$ cat src/design/cse_pkg.sv
package cse_pkg;

  localparam int unsigned MAX_VARS    = 512;
  localparam int unsigned MAX_CLAUSES = 4096;
  localparam int unsigned MAX_LITS    = 32;

  localparam int unsigned VAR_W  = $clog2(MAX_VARS);
  localparam int unsigned CLS_W  = $clog2(MAX_CLAUSES);
  localparam int unsigned SLOT_W = $clog2(MAX_LITS);
  localparam int unsigned LIT_AW = CLS_W + SLOT_W;
  localparam int unsigned ENT_W  = VAR_W + 1;
  localparam int unsigned LEN_W  = 6;
  localparam int unsigned CNT_W  = 13;
  localparam int unsigned CC_W   = 2 * LEN_W;
  localparam int unsigned OCC_W  = 2 * CNT_W;
  localparam int unsigned CFG_W  = 13;

  localparam logic [LEN_W-1:0] LEN_MAX   = LEN_W'(MAX_LITS);
  localparam logic [CNT_W-1:0] CLS_MAX   = CNT_W'(MAX_CLAUSES);
  localparam logic [CNT_W-1:0] COUNT_MAX = '1;

  localparam logic [1:0] VAL_FALSE = 2'd0;
  localparam logic [1:0] VAL_TRUE  = 2'd1;
  localparam logic [1:0] VAL_OPEN  = 2'd2;

  localparam logic [1:0] STAT_SAT   = 2'd0;
  localparam logic [1:0] STAT_UNDEC = 2'd1;
  localparam logic [1:0] STAT_UNSAT = 2'd2;

  localparam logic CFG_VARS    = 1'b0;
  localparam logic CFG_CLAUSES = 1'b1;

  typedef enum logic [2:0] {
    ACT_WR_LIT   = 3'd0,
    ACT_SET_LEN  = 3'd1,
    ACT_ASSIGN   = 3'd2,
    ACT_EVAL     = 3'd3,
    ACT_RD_VAR   = 3'd4,
    ACT_RD_CLS   = 3'd5,
    ACT_NOP6     = 3'd6,
    ACT_NOP7     = 3'd7
  } action_e;

  typedef enum logic [3:0] {
    S_INIT, S_IDLE, S_RESP, S_CLR, S_LEN_RD, S_LEN_USE, S_L1_RD, S_L1_VAR,
    S_L1_ACC, S_CLS_END, S_L2_RD, S_L2_VAR, S_L2_OCC, S_L2_WR, S_NEXT, S_FINISH
  } state_e;

  typedef struct packed {
    action_e           action;
    logic [CLS_W-1:0]  clause_index;
    logic [SLOT_W-1:0] literal_slot;
    logic [VAR_W-1:0]  variable_index;
    logic              positive_sign;
    logic [LEN_W-1:0]  clause_length;
    logic [1:0]        truth_value;
  } cmd_t;

  typedef struct packed {
    logic [1:0]       formula_status;
    logic [CNT_W-1:0] satisfied_clauses;
    logic [CNT_W-1:0] dead_clauses;
    logic [CNT_W-1:0] plain_occurrences;
    logic [CNT_W-1:0] negated_occurrences;
    logic [LEN_W-1:0] open_literals;
    logic [LEN_W-1:0] satisfying_literals;
  } res_t;

  typedef struct packed {
    logic              lit_we;
    logic [LIT_AW-1:0] lit_addr;
    logic [ENT_W-1:0]  lit_wdata;
    logic              len_we;
    logic [CLS_W-1:0]  len_addr;
    logic [LEN_W-1:0]  len_wdata;
    logic              asg_we;
    logic [VAR_W-1:0]  asg_addr;
    logic [1:0]        asg_wdata;
    logic              occ_we;
    logic [VAR_W-1:0]  occ_addr;
    logic [OCC_W-1:0]  occ_wdata;
    logic              cc_we;
    logic [CLS_W-1:0]  cc_addr;
    logic [CC_W-1:0]   cc_wdata;
  } mem_req_t;

  typedef struct packed {
    logic [ENT_W-1:0] lit_rdata;
    logic [LEN_W-1:0] len_rdata;
    logic [1:0]       asg_rdata;
    logic [OCC_W-1:0] occ_rdata;
    logic [CC_W-1:0]  cc_rdata;
  } mem_rsp_t;

endpackage

$ cat src/design/cse_ctrl.sv
module cse_ctrl (
  input  logic                      clk_i,
  input  logic                      rst_ni,
  input  logic                      start_i,
  input  cse_pkg::cmd_t             cmd_i,
  input  logic [cse_pkg::VAR_W-1:0] var_count_i,
  input  logic [cse_pkg::CNT_W-1:0] used_i,
  output logic                      busy_o,
  output logic                      res_valid_o,
  output cse_pkg::res_t             res_o,
  output cse_pkg::mem_req_t         req_o,
  input  cse_pkg::mem_rsp_t         rsp_i
);

  cse_pkg::state_e state_q, state_d;

  logic [cse_pkg::CLS_W-1:0]  sweep_q;
  logic [cse_pkg::CNT_W-1:0]  clause_q;
  logic [cse_pkg::LEN_W-1:0]  lit_q, len_q, opn_q, tru_q;
  logic [cse_pkg::ENT_W-1:0]  ent_q;
  logic [cse_pkg::CNT_W-1:0]  sat_q, dead_q;
  logic                       any_open_q;
  logic [1:0]                 status_q;
  cse_pkg::action_e           act_q;
  logic                       ok_q;

  logic accept;
  logic ent_ok, cmd_ok, lit_last, ent_open;
  logic [cse_pkg::LEN_W-1:0] lit_inc;
  logic [cse_pkg::CNT_W-1:0] plain_inc, neg_inc;

  assign accept   = start_i && (state_q == cse_pkg::S_IDLE);
  assign busy_o   = (state_q != cse_pkg::S_IDLE);
  assign ent_ok   = (ent_q[cse_pkg::ENT_W-1:1] != '0) &&
                    (ent_q[cse_pkg::ENT_W-1:1] <= var_count_i);
  assign cmd_ok   = (cmd_i.variable_index != '0) && (cmd_i.variable_index <= var_count_i);
  assign lit_inc  = lit_q + cse_pkg::LEN_W'(1);
  assign lit_last = (lit_inc == len_q);
  assign ent_open = ent_ok && (rsp_i.asg_rdata == cse_pkg::VAL_OPEN);

  // saturating occurrence increments
  assign plain_inc = (rsp_i.occ_rdata[cse_pkg::OCC_W-1:cse_pkg::CNT_W] == cse_pkg::COUNT_MAX) ?
                     cse_pkg::COUNT_MAX :
                     rsp_i.occ_rdata[cse_pkg::OCC_W-1:cse_pkg::CNT_W] + cse_pkg::CNT_W'(1);
  assign neg_inc   = (rsp_i.occ_rdata[cse_pkg::CNT_W-1:0] == cse_pkg::COUNT_MAX) ?
                     cse_pkg::COUNT_MAX :
                     rsp_i.occ_rdata[cse_pkg::CNT_W-1:0] + cse_pkg::CNT_W'(1);

  // next state
  always_comb begin
    state_d = state_q;
    unique case (state_q)
      cse_pkg::S_INIT: if (sweep_q == '1) state_d = cse_pkg::S_IDLE;
      cse_pkg::S_IDLE: begin
        if (start_i) state_d = (cmd_i.action == cse_pkg::ACT_EVAL) ? cse_pkg::S_CLR
                                                                  : cse_pkg::S_RESP;
      end
      cse_pkg::S_RESP: state_d = cse_pkg::S_IDLE;
      cse_pkg::S_CLR: begin
        if (sweep_q[cse_pkg::VAR_W-1:0] == '1)
          state_d = (used_i == '0) ? cse_pkg::S_FINISH : cse_pkg::S_LEN_RD;
      end
      cse_pkg::S_LEN_RD: state_d = cse_pkg::S_LEN_USE;
      cse_pkg::S_LEN_USE: state_d = (rsp_i.len_rdata == '0) ? cse_pkg::S_CLS_END
                                                            : cse_pkg::S_L1_RD;
      cse_pkg::S_L1_RD: state_d = cse_pkg::S_L1_VAR;
      cse_pkg::S_L1_VAR: state_d = cse_pkg::S_L1_ACC;
      cse_pkg::S_L1_ACC: state_d = lit_last ? cse_pkg::S_CLS_END : cse_pkg::S_L1_RD;
      cse_pkg::S_CLS_END: begin
        if (tru_q != '0 || opn_q == '0) state_d = cse_pkg::S_NEXT;
        else state_d = cse_pkg::S_L2_RD;
      end
      cse_pkg::S_L2_RD: state_d = cse_pkg::S_L2_VAR;
      cse_pkg::S_L2_VAR: state_d = cse_pkg::S_L2_OCC;
      cse_pkg::S_L2_OCC: begin
        if (ent_open) state_d = cse_pkg::S_L2_WR;
        else state_d = lit_last ? cse_pkg::S_NEXT : cse_pkg::S_L2_RD;
      end
      cse_pkg::S_L2_WR: state_d = lit_last ? cse_pkg::S_NEXT : cse_pkg::S_L2_RD;
      cse_pkg::S_NEXT: state_d = (clause_q + cse_pkg::CNT_W'(1) == used_i) ? cse_pkg::S_FINISH
                                                                          : cse_pkg::S_LEN_RD;
      cse_pkg::S_FINISH: state_d = cse_pkg::S_RESP;
      default: state_d = cse_pkg::S_IDLE;
    endcase
  end

  // memory requests and result
  always_comb begin
    req_o = '0;
    req_o.lit_addr = {clause_q[cse_pkg::CLS_W-1:0], lit_q[cse_pkg::SLOT_W-1:0]};
    req_o.len_addr = clause_q[cse_pkg::CLS_W-1:0];
    req_o.asg_addr = rsp_i.lit_rdata[cse_pkg::ENT_W-1:1];
    req_o.occ_addr = ent_q[cse_pkg::ENT_W-1:1];
    req_o.cc_addr  = clause_q[cse_pkg::CLS_W-1:0];
    res_valid_o = 1'b0;
    res_o = '0;
    res_o.formula_status    = status_q;
    res_o.satisfied_clauses = sat_q;
    res_o.dead_clauses      = dead_q;
    unique case (state_q)
      cse_pkg::S_INIT: begin
        req_o.asg_we    = 1'b1;
        req_o.asg_addr  = sweep_q[cse_pkg::VAR_W-1:0];
        req_o.asg_wdata = cse_pkg::VAL_OPEN;
        req_o.occ_we    = 1'b1;
        req_o.occ_addr  = sweep_q[cse_pkg::VAR_W-1:0];
        req_o.cc_we     = 1'b1;
        req_o.cc_addr   = sweep_q;
      end
      cse_pkg::S_IDLE: begin
        req_o.lit_addr  = {cmd_i.clause_index, cmd_i.literal_slot};
        req_o.lit_wdata = {cmd_i.variable_index, cmd_i.positive_sign};
        req_o.len_addr  = cmd_i.clause_index;
        req_o.len_wdata = (cmd_i.clause_length > cse_pkg::LEN_MAX) ? cse_pkg::LEN_MAX
                                                                   : cmd_i.clause_length;
        req_o.asg_addr  = cmd_i.variable_index;
        req_o.asg_wdata = (cmd_i.truth_value > cse_pkg::VAL_OPEN) ? cse_pkg::VAL_OPEN
                                                                  : cmd_i.truth_value;
        req_o.occ_addr  = cmd_i.variable_index;
        req_o.cc_addr   = cmd_i.clause_index;
        req_o.lit_we    = accept && (cmd_i.action == cse_pkg::ACT_WR_LIT);
        req_o.len_we    = accept && (cmd_i.action == cse_pkg::ACT_SET_LEN);
        req_o.asg_we    = accept && (cmd_i.action == cse_pkg::ACT_ASSIGN) && cmd_ok;
      end
      cse_pkg::S_RESP: begin
        res_valid_o = 1'b1;
        if (act_q == cse_pkg::ACT_RD_VAR && ok_q) begin
          res_o.plain_occurrences   = rsp_i.occ_rdata[cse_pkg::OCC_W-1:cse_pkg::CNT_W];
          res_o.negated_occurrences = rsp_i.occ_rdata[cse_pkg::CNT_W-1:0];
        end
        if (act_q == cse_pkg::ACT_RD_CLS) begin
          res_o.open_literals       = rsp_i.cc_rdata[cse_pkg::CC_W-1:cse_pkg::LEN_W];
          res_o.satisfying_literals = rsp_i.cc_rdata[cse_pkg::LEN_W-1:0];
        end
      end
      cse_pkg::S_CLR: begin
        req_o.occ_we   = 1'b1;
        req_o.occ_addr = sweep_q[cse_pkg::VAR_W-1:0];
      end
      cse_pkg::S_L1_VAR, cse_pkg::S_L2_VAR: ;
      cse_pkg::S_CLS_END: begin
        req_o.cc_we    = 1'b1;
        req_o.cc_wdata = {opn_q, tru_q};
      end
      cse_pkg::S_L2_WR: begin
        req_o.occ_we    = 1'b1;
        req_o.occ_wdata = ent_q[0] ? {plain_inc, rsp_i.occ_rdata[cse_pkg::CNT_W-1:0]}
                                   : {rsp_i.occ_rdata[cse_pkg::OCC_W-1:cse_pkg::CNT_W], neg_inc};
      end
      default: ;
    endcase
  end

  always_ff @(posedge clk_i or negedge rst_ni) begin
    if (!rst_ni) begin
      state_q    <= cse_pkg::S_INIT;
      sweep_q    <= '0;
      clause_q   <= '0;
      lit_q      <= '0;
      len_q      <= '0;
      opn_q      <= '0;
      tru_q      <= '0;
      ent_q      <= '0;
      sat_q      <= '0;
      dead_q     <= '0;
      any_open_q <= 1'b0;
      status_q   <= cse_pkg::STAT_SAT;
      act_q      <= cse_pkg::ACT_NOP6;
      ok_q       <= 1'b0;
    end else begin
      state_q <= state_d;
      unique case (state_q)
        cse_pkg::S_INIT: sweep_q <= sweep_q + cse_pkg::CLS_W'(1);
        cse_pkg::S_IDLE: begin
          if (start_i) begin
            act_q      <= cmd_i.action;
            ok_q       <= cmd_ok;
            sweep_q    <= '0;
            clause_q   <= '0;
            sat_q      <= (cmd_i.action == cse_pkg::ACT_EVAL) ? '0 : sat_q;
            dead_q     <= (cmd_i.action == cse_pkg::ACT_EVAL) ? '0 : dead_q;
            any_open_q <= (cmd_i.action == cse_pkg::ACT_EVAL) ? 1'b0 : any_open_q;
          end
        end
        cse_pkg::S_CLR: sweep_q <= sweep_q + cse_pkg::CLS_W'(1);
        cse_pkg::S_LEN_USE: begin
          len_q <= rsp_i.len_rdata;
          lit_q <= '0;
          opn_q <= '0;
          tru_q <= '0;
        end
        cse_pkg::S_L1_VAR, cse_pkg::S_L2_VAR: ent_q <= rsp_i.lit_rdata;
        cse_pkg::S_L1_ACC: begin
          if (ent_ok && rsp_i.asg_rdata == {1'b0, ent_q[0]}) tru_q <= tru_q + cse_pkg::LEN_W'(1);
          else if (ent_open) opn_q <= opn_q + cse_pkg::LEN_W'(1);
          lit_q <= lit_inc;
        end
        cse_pkg::S_CLS_END: begin
          lit_q <= '0;
          if (tru_q != '0) sat_q <= sat_q + cse_pkg::CNT_W'(1);
          else if (opn_q == '0) dead_q <= dead_q + cse_pkg::CNT_W'(1);
          else any_open_q <= 1'b1;
        end
        cse_pkg::S_L2_OCC: if (!ent_open) lit_q <= lit_inc;
        cse_pkg::S_L2_WR: lit_q <= lit_inc;
        cse_pkg::S_NEXT: clause_q <= clause_q + cse_pkg::CNT_W'(1);
        cse_pkg::S_FINISH: begin
          if (dead_q != '0) status_q <= cse_pkg::STAT_UNSAT;
          else if (any_open_q) status_q <= cse_pkg::STAT_UNDEC;
          else status_q <= cse_pkg::STAT_SAT;
        end
        default: ;
      endcase
    end
  end

endmodule

$ cat config.mk
export PLATFORM = sky130hd
export DESIGN_NAME = cse_ctrl
export DESIGN_NICKNAME = d
export VERILOG_FILES = /design/src/design/cse_pkg.sv /design/src/design/cse_ctrl.sv
export SDC_FILE = /design/constraint.sdc
export NUM_CORES = 1
export LEC_CHECK = 0
export ABC_AREA = 1
export BUFFER_PORTS_ARGS = -buffer_cell sky130_fd_sc_hd__buf_2
export CAP_MARGIN = 30
export CELL_PAD_IN_SITES_DETAIL_PLACEMENT = 0
export CELL_PAD_IN_SITES_GLOBAL_PLACEMENT = 1
export CORE_UTILIZATION = 37
export DETAILED_ROUTE_END_ITERATION = 7
export PLACE_DENSITY_LB_ADDON = 0.25
export SLEW_MARGIN = 25
export SYNTH_ARGS = -nofsm -noshare
export SYNTH_HDL_FRONTEND = slang
export SYNTH_SLANG_ARGS = --single-unit
$ cat constraint.sdc
create_clock -name clk_i -period 3.3 [get_ports clk_i]
set_input_delay 0.33 -clock clk_i [delete_from_list [all_inputs] [get_ports clk_i]]
set_output_delay 0.33 -clock clk_i [all_outputs]
set_load 0.005 [all_outputs]
==> results of run 1 <==
==> timing repair <==
action,CTS,global route
endpoints found under the setup margin,0,1
setup buffers,0,2
endpoints found under the hold margin,36,0
hold buffers,1,0
resized for setup,0,2
==> report_power, final <==
group | total [mW] | internal (mW) | switching (mW)
Sequential | 1.49 | 1.34 | 0.152
Combinational | 2.65 | 0.936 | 1.72
Clock | 1.15 | 0.614 | 0.538
Total | 5.30 | 2.89 | 2.41
==> critical path, delay by kind of cell, from the launching register on <==
family	cells	cell delay (ns)
flops	1	0.43
simple gates	3	0.95
buf+inv	5	0.83
==> placed cells by master, fill, tap and decap left out, drive strengths merged, types with 2 or more instances in the layout <==
cell type,count
a211oi,2
a21oi,49
a221oi,3
a22oi,2
a31oi,10
and2,2
and3,2
buf,323
clkbuf,9
clkinv,3
clkinvlp,3
dfrtp,94
dfstp,2
diode,2
ha,31
inv,193
nand2,290
nand3,101
nand3b,8
nand4,21
nor2,136
nor3,52
nor3b,22
nor4,12
o211ai,11
o21ai,89
o221ai,11
o22ai,7
o31ai,11
xnor2,3
xor2,24
==> kinds of logic (layout without fill, tap and decap cells) <==
kind of cell	Yosys count	in the layout	synth area share, %
simple gates	648	648	36.06
other cells	0	2	0
compound gates	199	199	14.42
fa+ha+maj	31	31	4.817
xor+xnor	28	28	3.216
flops	96	96	29.86
buf+inv	235	533	11.62
==> registers in the layout (all words and copies together) (netlist names) <==
name / count
clause_q: 13
dead_q: 13
sat_q: 13
sweep_q: 12
ent_q: 10
len_q: 6
lit_q: 6
opn_q: 6
tru_q: 6
state_q: 4
act_q: 3
status_q: 2
any_open_q: 1
ok_q: 1
==> area by class of cell <==
cell class	instances	area, µm²
fillers	2291	10950
multi-input cells	906	4715
flip-flops and latches	96	2405
repair buffers	324	1682
inverters	192	724.4
well taps	275	344.1
clock buffers	9	225.2
clock inverters	7	101.3
repair inverters	1	5.005
diodes	2	5.005
==> per-layer routing <==
layer | GRT usage [%] | vias up | part of all wire (%)
met1 | 31.76 | 4234 | 43
met5 | 0 | - | 0
met2 | 44.19 | 301 | 48
met3 | 3.506 | 37 | 5.9
met4 | 8.418 | 0 | 2.4
li1 | - | 4666 | -
==> worst min-delay path by stage <==
stage                           end  slack [ns]  depth (start not counted)
after floorplan            act_q[0]        0.03                          0
after global placement    sat_q[12]        0.35                          1
after detailed placement  sat_q[12]        0.35                          1
after CTS                  ent_q[3]        0.19                          3
after global routing       len_q[2]        0.20                          3
final                      ent_q[3]        0.20                          3
==> results summary, run 1 <==
For this design, the sink count on the clock tree is 96. The cell leakage power is 5.384 nW. The synthesized netlist net count is 1387. The design area is 10210 µm². The initial core utilization is 38.07%. The worst setup path is of the register to primary output kind. The die footprint came out at 22360 µm². The first global-routing pass estimated 44130 µm of wire. The reg2reg setup slack came out at 0.99 ns. Summed over all instances, the cell type with the most area after synthesis is sky130_fd_sc_hd__dfrtp_1. At the worst endpoint, the arrival time is 2.58 ns.

The hold violation count in the final report is 0. The congestion estimate from routability-driven global placement came to 0.9474. The time the final worst path needs with I/O delays and setup is 2.908 ns. The post-placement worst setup slack is 0.5748 ns. The required time of the worst setup path came out at 2.97 ns.

Hold timing on the final database bottoms out at a slack of 0.1967 ns. The flow ran to the end, and the final reports show no timing, DRC or antenna violations. After detailed routing, the number of vias per cell comes to 5.098. The clock edge transition at the registers on the reported setup and hold paths came out at 0.08 ns.

The net count reported at finish came out at 1680. The area added between synthesis and finish came out at 26.74%. In this run the critical register-to-register path is launched from state_q[2]. The post-placement cell count came out at 1790. The remaining routing DRC violations is 0.

The endpoint of the worst setup timing path is res_o[13]. The final number of max-transition violations is 0. After synthesis the netlist holds a flip-flop and latch count of 96. The area of the core came out at 21150 µm². The number of global-route vias before repair came out at 8576. The final count of negative-setup-slack endpoints is 0.

Counting flops with an async set or reset pin after synthesis yields a share of 100.0%. Max-cap violations in this run came to 0. For the worst-skew pair, the clock arrives at the later sink with an insertion delay of 0.36 ns. The fraction of final layout cells with drive strength greater than 1 came out at 24.04%. The startpoint of the most critical hold path is rsp_i[49]. The final setup slack of the worst path is 0.3922 ns.

The count of input and output buffers came out at 306. The deepest clock path buffer count is 2. For this design, the slowest cell found on the critical path is sky130_fd_sc_hd__dfrtp_1. The number of antenna violations at the first check in global routing was 2. For this design the ratio of total power to cell area is 518.9 nW/µm². Sorting the synthesized cells by area gives the leading types as sky130_fd_sc_hd__dfrtp_1 (29%), sky130_fd_sc_hd__nand2_1 (13%), sky130_fd_sc_hd__inv_1 (8.7%). For this run, the total global-route usage over all layers was measured as 25.29%. TritonCTS built the clock tree. The accumulated negative setup slack is 0 ns. Setup repair after global routing left no endpoint under its margin.

In the synthesized netlist the dominant register cell turns out to be sky130_fd_sc_hd__dfrtp_1. The largest net degree at the start of global routing came out at 59. The average cell area after synthesis came out at 6.510 µm². The signal on the critical path passes through inv_1 > nor2_1 > inv_1 > nor2_2 > clkinvlp_4 > buf_4 > nor3b_1 > buf_2.

The tree is rooted in a sky130_fd_sc_hd__clkbuf_16. In this run, CTS created clock tree buffers numbering 9. The residual antenna-violating net count after detailed routing is 0. The height of the chip came out at 149.5 µm. Yosys printed 0 warnings. The worst hold path belongs to the class input pin to register. The count of cell types in the netlist came out at 46. The overall overflow remaining after global route came out at 0. The largest incremental delay on the critical path is 0.43 ns.

The startpoint kind of the worst setup timing path is a register. The leading cell type by number of instances after synthesis is sky130_fd_sc_hd__nand2_1. The via total after detailed routing came out at 9238. 307 I/O pins were placed. The critical path starts at state_q[1]. The commonest cells after synthesis are sky130_fd_sc_hd__nand2_1 (285), sky130_fd_sc_hd__inv_1 (186), sky130_fd_sc_hd__nor2_1 (127), sky130_fd_sc_hd__nand3_1 (100), sky130_fd_sc_hd__dfrtp_1 (94). Before antenna repair, the detailed router went through 6 iterations. The number of cell instances on the worst register-to-register path came out at 10. From left edge to right edge, the die measures 149.5 µm. The achievable frequency is 343.9 MHz.

The final wirelength came out at 28490 µm. The H-tree depth is 3. The post-route non-filler standard cell count is 1812. The number of enable-type register cells in the synthesized netlist came out at 0. The maximum vdd ir drop is 0.0002981 V. The average wire per cell in the routed design is 15.72 µm. The share of the synthesized area in the top cell type is 29.21%. Sequential cells were found to cover 29.86% of the synthesized design area. The post-route clock period utilization is 88.11%. The cell count after synthesis came out at 1237. The number of DRC markers in iteration 0 came out at 395. The worst-case headroom to the max-slew limit came out at 62.02%. The placement row count is 53. The largest fanout on the critical path came out at 13. The detailed placer's ending HPWL is 23240 µm. The endpoint of the worst-slack reg-to-reg timing path is sat_q[5].

The total chip power is 5.296 mW. The post-synthesis instance area came out at 8053 µm². The utilization after layout came out at 48.25%. The total cell area at the placement stage came out at 9838 µm². The final worst clock skew is 0.01034 ns.

At the pin with the least slew margin, the transition time is 0.5691 ns. In this design, the critical path's most frequently occurring cell is sky130_fd_sc_hd__inv_1. The type of destination of the critical path is a primary output.
Power figures use the tool's default switching activity.
==> run 2, diff against run 1 <==
Settings changed: ABC_AREA 1 to 0, CORE_UTILIZATION 37 to 38, SETUP_SLACK_MARGIN set to 0.2.
==> run 2 against run 1 <==
Worst hold slack lost 0.19 ns. Power grew 13%. Clock skew is essentially flat. First-iteration DRC count shrank 2.0%. Non-clock buffer count grew 4. Critical path type unchanged. Largest cell class unchanged.
==> results summary, run 2 <==
The run finished with clean final reports. The clock network latency to the later pin of the worst-skew pair is 0.35 ns (about the same). The accumulated negative setup slack was 0 ns (unchanged).

The detailed placer's ending HPWL came out at 21460 µm (-7.7%). The synthesized netlist net count is 1272 (-8.3%). The deepest clock path buffer count came to 2 (unchanged). The tree is rooted in a sky130_fd_sc_hd__clkbuf_16.

The prevailing post-synth register cell is sky130_fd_sc_hd__dfrtp_1. The worst-margin pin slew is 0.8635 ns (+0.2944 ns). The share of synthesized registers carrying an async set or reset is 100.0% (unchanged). The post-route clock period utilization is 87.64% (-0.47 points). The number of primary I/O pins came out at 307 (unchanged). The type of destination of the critical path is a primary output. Yosys attributes the largest share of cell area to sky130_fd_sc_hd__dfrtp_1 (28%), sky130_fd_sc_hd__nand2_1 (7.5%), sky130_fd_sc_hd__nor2_1 (5.7%).

The final wirelength came out at 27420 µm (-3.8%). The number of DRC markers in iteration 0 is 387 (-2.0%). The routed metal-1 wirelength came out at 12890 µm (+4.4%). The detailed-route vias per instance was 5.306 (+4.1%).

The arrival time reported for the critical path endpoint is 2.56 ns (-0.02 ns). The number of iterations in the first detailed-routing pass is 5 (-1). The post-placement worst setup slack came to 0.5801 ns (+0.005322 ns). The count of cell types in the netlist is 69 (+50%). The fraction of final layout cells with drive strength greater than 1 is 26.43% (+2.4 points).

The reported max-cap violation count came out at 0 (unchanged). The largest net degree at the start of global routing is 71 (+20%). The sequential fraction of the synthesis area came out at 29.01% (-0.85 points). The endpoint of the worst-slack reg-to-reg timing path is opn_q[5]. The average cell area after synthesis came out at 7.388 µm² (+13%).

The time the final worst path needs with I/O delays and setup came to 2.892 ns (-0.01558 ns). The area of the core came out at 21220 µm² (+0.31%). The largest fanout on the critical path is 18 (+5). In the synthesized netlist, the cells that appear most often are sky130_fd_sc_hd__nand2_1 (165), sky130_fd_sc_hd__nor2_1 (125), sky130_fd_sc_hd__dfrtp_1 (94), sky130_fd_sc_hd__o21ai_0 (78), sky130_fd_sc_hd__a21oi_1 (76). The initial core utilization came out at 39.06% (+1.0 points). The total inserted antenna cells was 0 (-2). The average wire per cell in the routed design came to 16.41 µm (+4.4%).

The share of the synthesized area in the top cell type came out at 28.38% (-0.83 points). The area of the multi-input gates came out at 5445 µm² (+15%). The clock tree from TritonCTS is built. The number of global-route vias before repair is 7987 (-6.9%).

The critical path is of the register to primary output type. The achievable frequency is 345.8 MHz (+0.54%). The number of buffers created by CTS is 9 (unchanged).

The min-delay analysis places its worst path in the category input pin to asynchronous set/reset pin. Tracing the worst setup path back leads to its startpoint at state_q[3]. The post-synthesis instance area is 8289 µm² (+2.9%).

The final worst clock skew came out at 0.01051 ns (+0.0001684 ns). The final count of negative-setup-slack endpoints is 0 (unchanged). The final setup slack of the worst path came out at 0.4078 ns (+0.01558 ns).

The cell taking the most area after synthesis is sky130_fd_sc_hd__dfrtp_1. The flop and latch count out of synthesis came to 96 (unchanged). The largest registers in the layout are clause_q (13), dead_q (13), sat_q (13). The routed length on met3 came to 1312 µm (-22%).

The die footprint came out at 22410 µm² (+0.23%). The count of input and output buffers came to 306 (unchanged). The placement row count is 53 (unchanged). The total area of sequential cells is 2406 µm² (about the same).

The remaining routing DRC violations is 0 (unchanged). Signal routing reaches up to met4. The overall overflow remaining after global route is 0 (unchanged). The most common cell after layout, fill and taps aside is sky130_fd_sc_hd__buf_2.

The power density of the placed cells is 580.0 nW/µm² (+12%). The most common cell in the synthesized netlist is sky130_fd_sc_hd__nand2_1. The hold violation count in the final report came to 0 (unchanged). The width of the die is 149.7 µm (+0.11%). The reg2reg setup slack is 0.59 ns (-0.40 ns).

The number of filler instances in the final layout came out at 2248 (-1.9%). Setup repair after global routing left no endpoint under its margin. The residual antenna-violating net count after detailed routing is 0 (unchanged). The number of antenna violations at the first check in global routing came out at 1 (-1). The global-route total usage across every layer came to 24.18% (-1.1 points). The hold buffer count at cts came out at 0 (-1). The worst flop-to-flop path startpoint is ent_q[4]. The maximum vdd ir drop is 0.0002658 V (-11%). The worst-case headroom to the max-slew limit is 41.83% (-20 points).

The required time of the worst setup path came out at 2.97 ns (about the same). The number of warning messages in the yosys log is 0 (unchanged). The height of the chip came out at 149.7 µm (+0.11%). The number of enable-type register cells in the synthesized netlist is 0 (unchanged).

The H-tree depth came out at 3 (unchanged). The final number of max-transition violations came out at 0 (unchanged). The number of setup buffers added after CTS is 0 (unchanged). The worst setup path is launched from a register.

The via total after detailed routing was 8867 (-4.0%). The cell count after synthesis came out at 1122 (-9.3%). The first-pass GRT wire length is 42670 µm (-3.3%).

The weighted congestion at the end of routability-driven global placement is 0.8872 (-6.4%). Leaving out fill and tap cells, the most frequent cells in the layout are sky130_fd_sc_hd__buf_2 (305), sky130_fd_sc_hd__nand2_1 (165), sky130_fd_sc_hd__nor2_1 (123). The clock edge transition at the registers on the reported setup and hold paths came to 0.07 ns (about the same).

The net count reported at finish came to 1541 (-8.3%). The sum of met2 wire segment lengths after detailed routing came out at 12910 µm (-6.4%). The cell leakage power is 5.160 nW (-4.1%). Compared with the post-synthesis result, the final layout area differs by 24.36%.

The critical path ends at res_o[11]. The clock net sink count came out at 96 (unchanged). The number of cell instances on the worst register-to-register path is 7 (-3).
run 2: cell count changes in the layout (fill, tap and decap cells not counted), moves of 12 or more:
cell	change
sky130_fd_sc_hd__nor3_1	-29
sky130_fd_sc_hd__and2_1	+62
sky130_fd_sc_hd__xor2_1	+16
sky130_fd_sc_hd__and3_1	+13
sky130_fd_sc_hd__a21oi_1	+28
sky130_fd_sc_hd__o21a_1	+16
sky130_fd_sc_hd__inv_1	-149
sky130_fd_sc_hd__nor3b_1	-20
sky130_fd_sc_hd__nand2_1	-120
sky130_fd_sc_hd__nand3_1	-55
sky130_fd_sc_hd__xnor2_1	+33
sky130_fd_sc_hd__nand2b_1	+12
sky130_fd_sc_hd__nor2b_1	+18
run 2: layer usage:
metal	global-route usage, %	up-vias
met5	0	-
met4	5.606	0
met3	2.713	19
met2	39.35	213
met1	34.11	4189
li1	-	4446
run 2: cell families (layout without fill, tap and decap cells):
| group | Yosys count | count (layout) | share of synthesized area, % |
|---|---|---|---|
| multiplexers | 18 | 18 | 2.310 |
| AO/OA/AOI/OAI | 245 | 245 | 17.71 |
| buffers and inverters | 107 | 381 | 5.419 |
| flip-flops | 96 | 96 | 29.01 |
| adder cells (fa/ha/maj) | 31 | 31 | 4.679 |
| XOR/XNOR | 76 | 76 | 8.030 |
| AND/OR/NAND/NOR | 549 | 549 | 32.85 |
run 2: final cells by class:
type / count / area share [%]
Clock buffer: 10 / 2.221
Inverter: 37 / 1.347
Clock inverter: 6 / 0.4127
Tap cell: 275 / 3.338
Sequential cell: 96 / 23.34
Timing Repair Buffer: 328 / 16.52
Multi-Input combinational cell: 919 / 52.82
run 2: per-stage QoR:
stage	cells	instance area (µm²)	total power, mW	util [%]	hold slack [ns]
5_1_grt	1671	10310	6.471	48.58	0.05553
4_1_cts	1671	10300	6.016	48.56	0.1702
3_3_place_gp	1655	10030	4.968	47.27	0.4483
6_report	1671	10310	5.979	48.58	0.004917
2_1_floorplan	1122	8289	3.683	-	0.03441
3_5_place_dp	1655	10030	4.995	47.27	0.4467
run 2: report_power, final:
| group | internal, mW | switching, mW |
|---|---|---|
| clock network | 0.515 | 0.491 |
| registers | 1.43 | 0.319 |
| logic | 1.35 | 1.87 |
| total | 3.29 | 2.68 |
run 2: critical path, cell delays in order, from the launching register on:
cell and delay [ns]:
sky130_fd_sc_hd__dfrtp_1 0.49, sky130_fd_sc_hd__buf_4 0.21, sky130_fd_sc_hd__or2_2 0.44, sky130_fd_sc_hd__nor2_1 0.19, sky130_fd_sc_hd__nand3b_1 0.15, sky130_fd_sc_hd__nor2_2 0.40, sky130_fd_sc_hd__and2_1 0.20, sky130_fd_sc_hd__buf_2 0.12
run 2: repair_timing:
item,4_1_cts,5_1_grt
resized for setup,1,0
endpoints found under the setup margin,2,0
endpoints found under the hold margin,0,0
run 2: worst min-delay path by stage:
stage                     startpoint         to  slack [ns]  depth (start not counted)
after floorplan               rst_ni   act_q[0]        0.03                          0
after global placement      act_q[1]   act_q[1]        0.45                          2
after detailed placement    act_q[1]   act_q[1]        0.45                          2
after CTS                     rst_ni   ent_q[1]        0.17                          1
after global routing          rst_ni   sat_q[7]        0.06                          1
final                         rst_ni  dead_q[7]       0.005                          1
==> run 3, diff against run 2 <==
==> constraint.sdc (replaced) <==
create_clock -name clk_i -period 3.3 [get_ports clk_i]
set_input_delay 0 -clock clk_i [delete_from_list [all_inputs] [get_ports clk_i]]
set_output_delay 0 -clock clk_i [all_outputs]
set_load 0.005 [all_outputs]
==> run 3 against run 2 <==
Power grew 3.3%. Sequential share of layout area shrank 0.56 points. Clock-buffer cell count is the same. Critical path depth is the same.
==> results summary, run 3 (synthesized netlist as in run 2, its figures left out) <==
The deepest clock path buffer count came out at 2 (unchanged). The number of DRC markers in iteration 0 is 415 (+7.2%). The clock edge transition at the registers on the reported setup and hold paths is 0.07 ns (about the same). The largest incremental delay on the critical path came out at 0.55 ns (+0.06 ns). The via total after detailed routing came out at 8962 (+1.1%). The achievable frequency is 364.1 MHz (+5.3%). The clock network latency to the later pin of the worst-skew pair came out at 0.36 ns (about the same). The accumulated negative setup slack is 0 ns (unchanged). The reported max-cap violation count came out at 0 (unchanged). The number of iterations in the first detailed-routing pass is 4 (-1). By startpoint and endpoint, the worst setup path is classified as register to register. The arrival time reported for the critical path endpoint came out at 3.03 ns (+0.47 ns). The worst-margin pin slew came out at 0.8731 ns (+0.009624 ns). The count of buffer and inverter cells on the critical path came out at 0 (-2).

The H-tree depth came out at 3 (unchanged). The worst-case headroom to the max-slew limit came out at 41.52% (-0.30 points). The final number of max-transition violations came to 0 (unchanged). The largest individual stage delay along the critical path comes from the cell sky130_fd_sc_hd__a211oi_2.

The final worst clock skew came out at 0.007405 ns (-0.003103 ns). The clock net sink count is 96 (unchanged). The detailed-route vias per instance came out at 5.309 (about the same).

The area of the core came to 21220 µm² (unchanged). Setup repair after global routing left no endpoint under its margin. Walking the worst path, the cells encountered are ha_1 > a21o_1 > a21o_1 > a211oi_2 > o2111ai_1 > nor4_1 > mux2i_1. The residual antenna-violating net count after detailed routing was 0 (unchanged).

In the final layout, the registers with the most flip-flops are clause_q (13), dead_q (13), sat_q (13). The weighted congestion at the end of routability-driven global placement came to 0.8500 (-4.2%). The height of the chip came out at 149.7 µm (unchanged). In this design, the critical path's most frequently occurring cell is sky130_fd_sc_hd__a21o_1. The die footprint came out at 22410 µm² (unchanged). The net count reported at finish was 1557 (+1.0%). The final count of negative-setup-slack endpoints is 0 (unchanged). The number of antenna violations at the first check in global routing came out at 1 (unchanged).

The number of global-route vias before repair came out at 8015 (+0.35%). TritonCTS built the clock tree. The number of buffers created by CTS was 9 (unchanged). The remaining routing DRC violations came out at 0 (unchanged).

STA classifies the critical path startpoint as a register. The post-route clock period utilization came out at 83.24% (-4.4 points). The global-route total usage across every layer is 24.13% (-0.045 points). The maximum vdd ir drop came out at 0.0002898 V (+9.0%).

The hold violation count in the final report is 0 (unchanged). The first-pass GRT wire length is 42780 µm (+0.26%). The hold buffer count at cts came out at 20 (+20). The largest net degree at the start of global routing came out at 50 (-30%). The time the final worst path needs with I/O delays and setup came out at 2.747 ns (-0.1453 ns).

In this run the worst hold path is classified as input pin to register. The average wire per cell in the routed design came out at 16.29 µm (-0.69%). The overall overflow remaining after global route is 0 (unchanged).

The type of destination of the critical path is a register. The largest fanout on the critical path is 7 (-11). The count of input and output buffers came to 306 (unchanged). The detailed placer's ending HPWL came out at 21310 µm (-0.72%).

The initial core utilization came out at 39.06% (unchanged). The cell leakage power came out at 5.265 nW (+2.0%). The category of cells accounting for the largest share of critical-path delay is compound AO/OA/AOI/OAI gates. The library cells used most frequently in the layout, excluding fill and tap cells, are sky130_fd_sc_hd__buf_2 (305), sky130_fd_sc_hd__nand2_1 (165), sky130_fd_sc_hd__nor2_1 (124).

The number of setup buffers added after CTS was 0 (unchanged). The power density of the placed cells is 585.0 nW/µm² (+0.86%). The width of the die came out at 149.7 µm (unchanged). Leaving out fill and tap cells, the most frequent cell in the layout is sky130_fd_sc_hd__buf_2.

The required time of the worst setup path came out at 3.58 ns (+0.61 ns). CTS placed an instance of sky130_fd_sc_hd__clkbuf_16 at the clock tree root. The fraction of final layout cells with drive strength greater than 1 came out at 25.78% (-0.65 points). The utilization after layout is 49.76% (+1.2 points). The run finished with clean final reports. The final wirelength is 27500 µm (+0.32%).

The number of primary I/O pins is 307 (unchanged). The placement row count is 53 (unchanged). The number of gates given a new drive strength after cts came out at 0 (-1).

The worst hold slack after final layout is 0.1426 ns (+0.1377 ns). The area added between synthesis and finish is 27.40%.
==> run 3: cell types whose count changed in the layout (fill, tap and decap cells not counted), sizes merged <==
cell,previous run,this run
clkinvlp,2,1
inv,39,37
bufinv,0,3
dlygate4sd3,0,20
diode,0,1
buf,328,324
==> run 3: layout make-up <==
| class | instances | area [µm²] |
|---|---|---|
| fillers | 2240 | 10660 |
| clock buffers | 10 | 229.0 |
| well taps | 275 | 344.1 |
| clock inverters | 6 | 107.6 |
| inverters | 37 | 138.9 |
| repair buffers | 344 | 1889 |
| flip-flops and latches | 96 | 2406 |
| multi-input cells | 919 | 5443 |
| diodes | 1 | 2.502 |
==> run 3: layer usage <==
layer  routed length (µm)  vias to the layer above  share of wire [%]  track usage, %
met5                    0                        -                  0               0
met4                  372                        0                1.4           5.909
met3                 1534                       22                5.6           4.085
met2                12910                      237                 47           37.99
met1                12690                     4221                 46           34.11
li1                     -                     4482                  -               -
==> run 3: metrics by stage <==
stage / setup WS (ns) / cell area (µm²) / std cells / power [mW]
global placement: 0.6782 / 9993 / 1650 / 4.938
finish: 0.5532 / 10560 / 1688 / 6.177
floorplan: 0.8334 / 8289 / 1122 / 3.683
CTS: 0.5672 / 10560 / 1687 / 6.214
detailed placement: 0.5806 / 10020 / 1651 / 4.961
global route: 0.4141 / 10560 / 1687 / 6.660
==> run 3: power breakdown <==
group / total, mW / internal, mW / switching [mW]
sequential: 1.73 / 1.43 / 0.301
combinational: 3.24 / 1.34 / 1.90
clock: 1.21 / 0.739 / 0.475
==> run 3: worst paths after layout <==
| check | start | endpoint | slack, ns | depth (start not counted) |
|---|---|---|---|---|
| max | ent_q[3] | opn_q[5] | 0.55 | 7 |
| min | start_i | sweep_q[1] | 0.14 | 4 |
| min reg2reg | act_q[2] | act_q[2] | 0.46 | 2 |
| max reg2reg | ent_q[3] | opn_q[5] | 0.55 | 7 |
| max in group asynchronous | rst_ni | sat_q[8] | 2.46 | 3 |
| min in group asynchronous | rst_ni | ent_q[8] | 0.16 | 2 |
==> run 3: worst min-delay path, cell delays in order <==
cell	delay, ns
sky130_fd_sc_hd__buf_2	0.15
sky130_fd_sc_hd__o22ai_1	0.16
sky130_fd_sc_hd__o21ai_0	0.09
sky130_fd_sc_hd__nand2_1	0.07
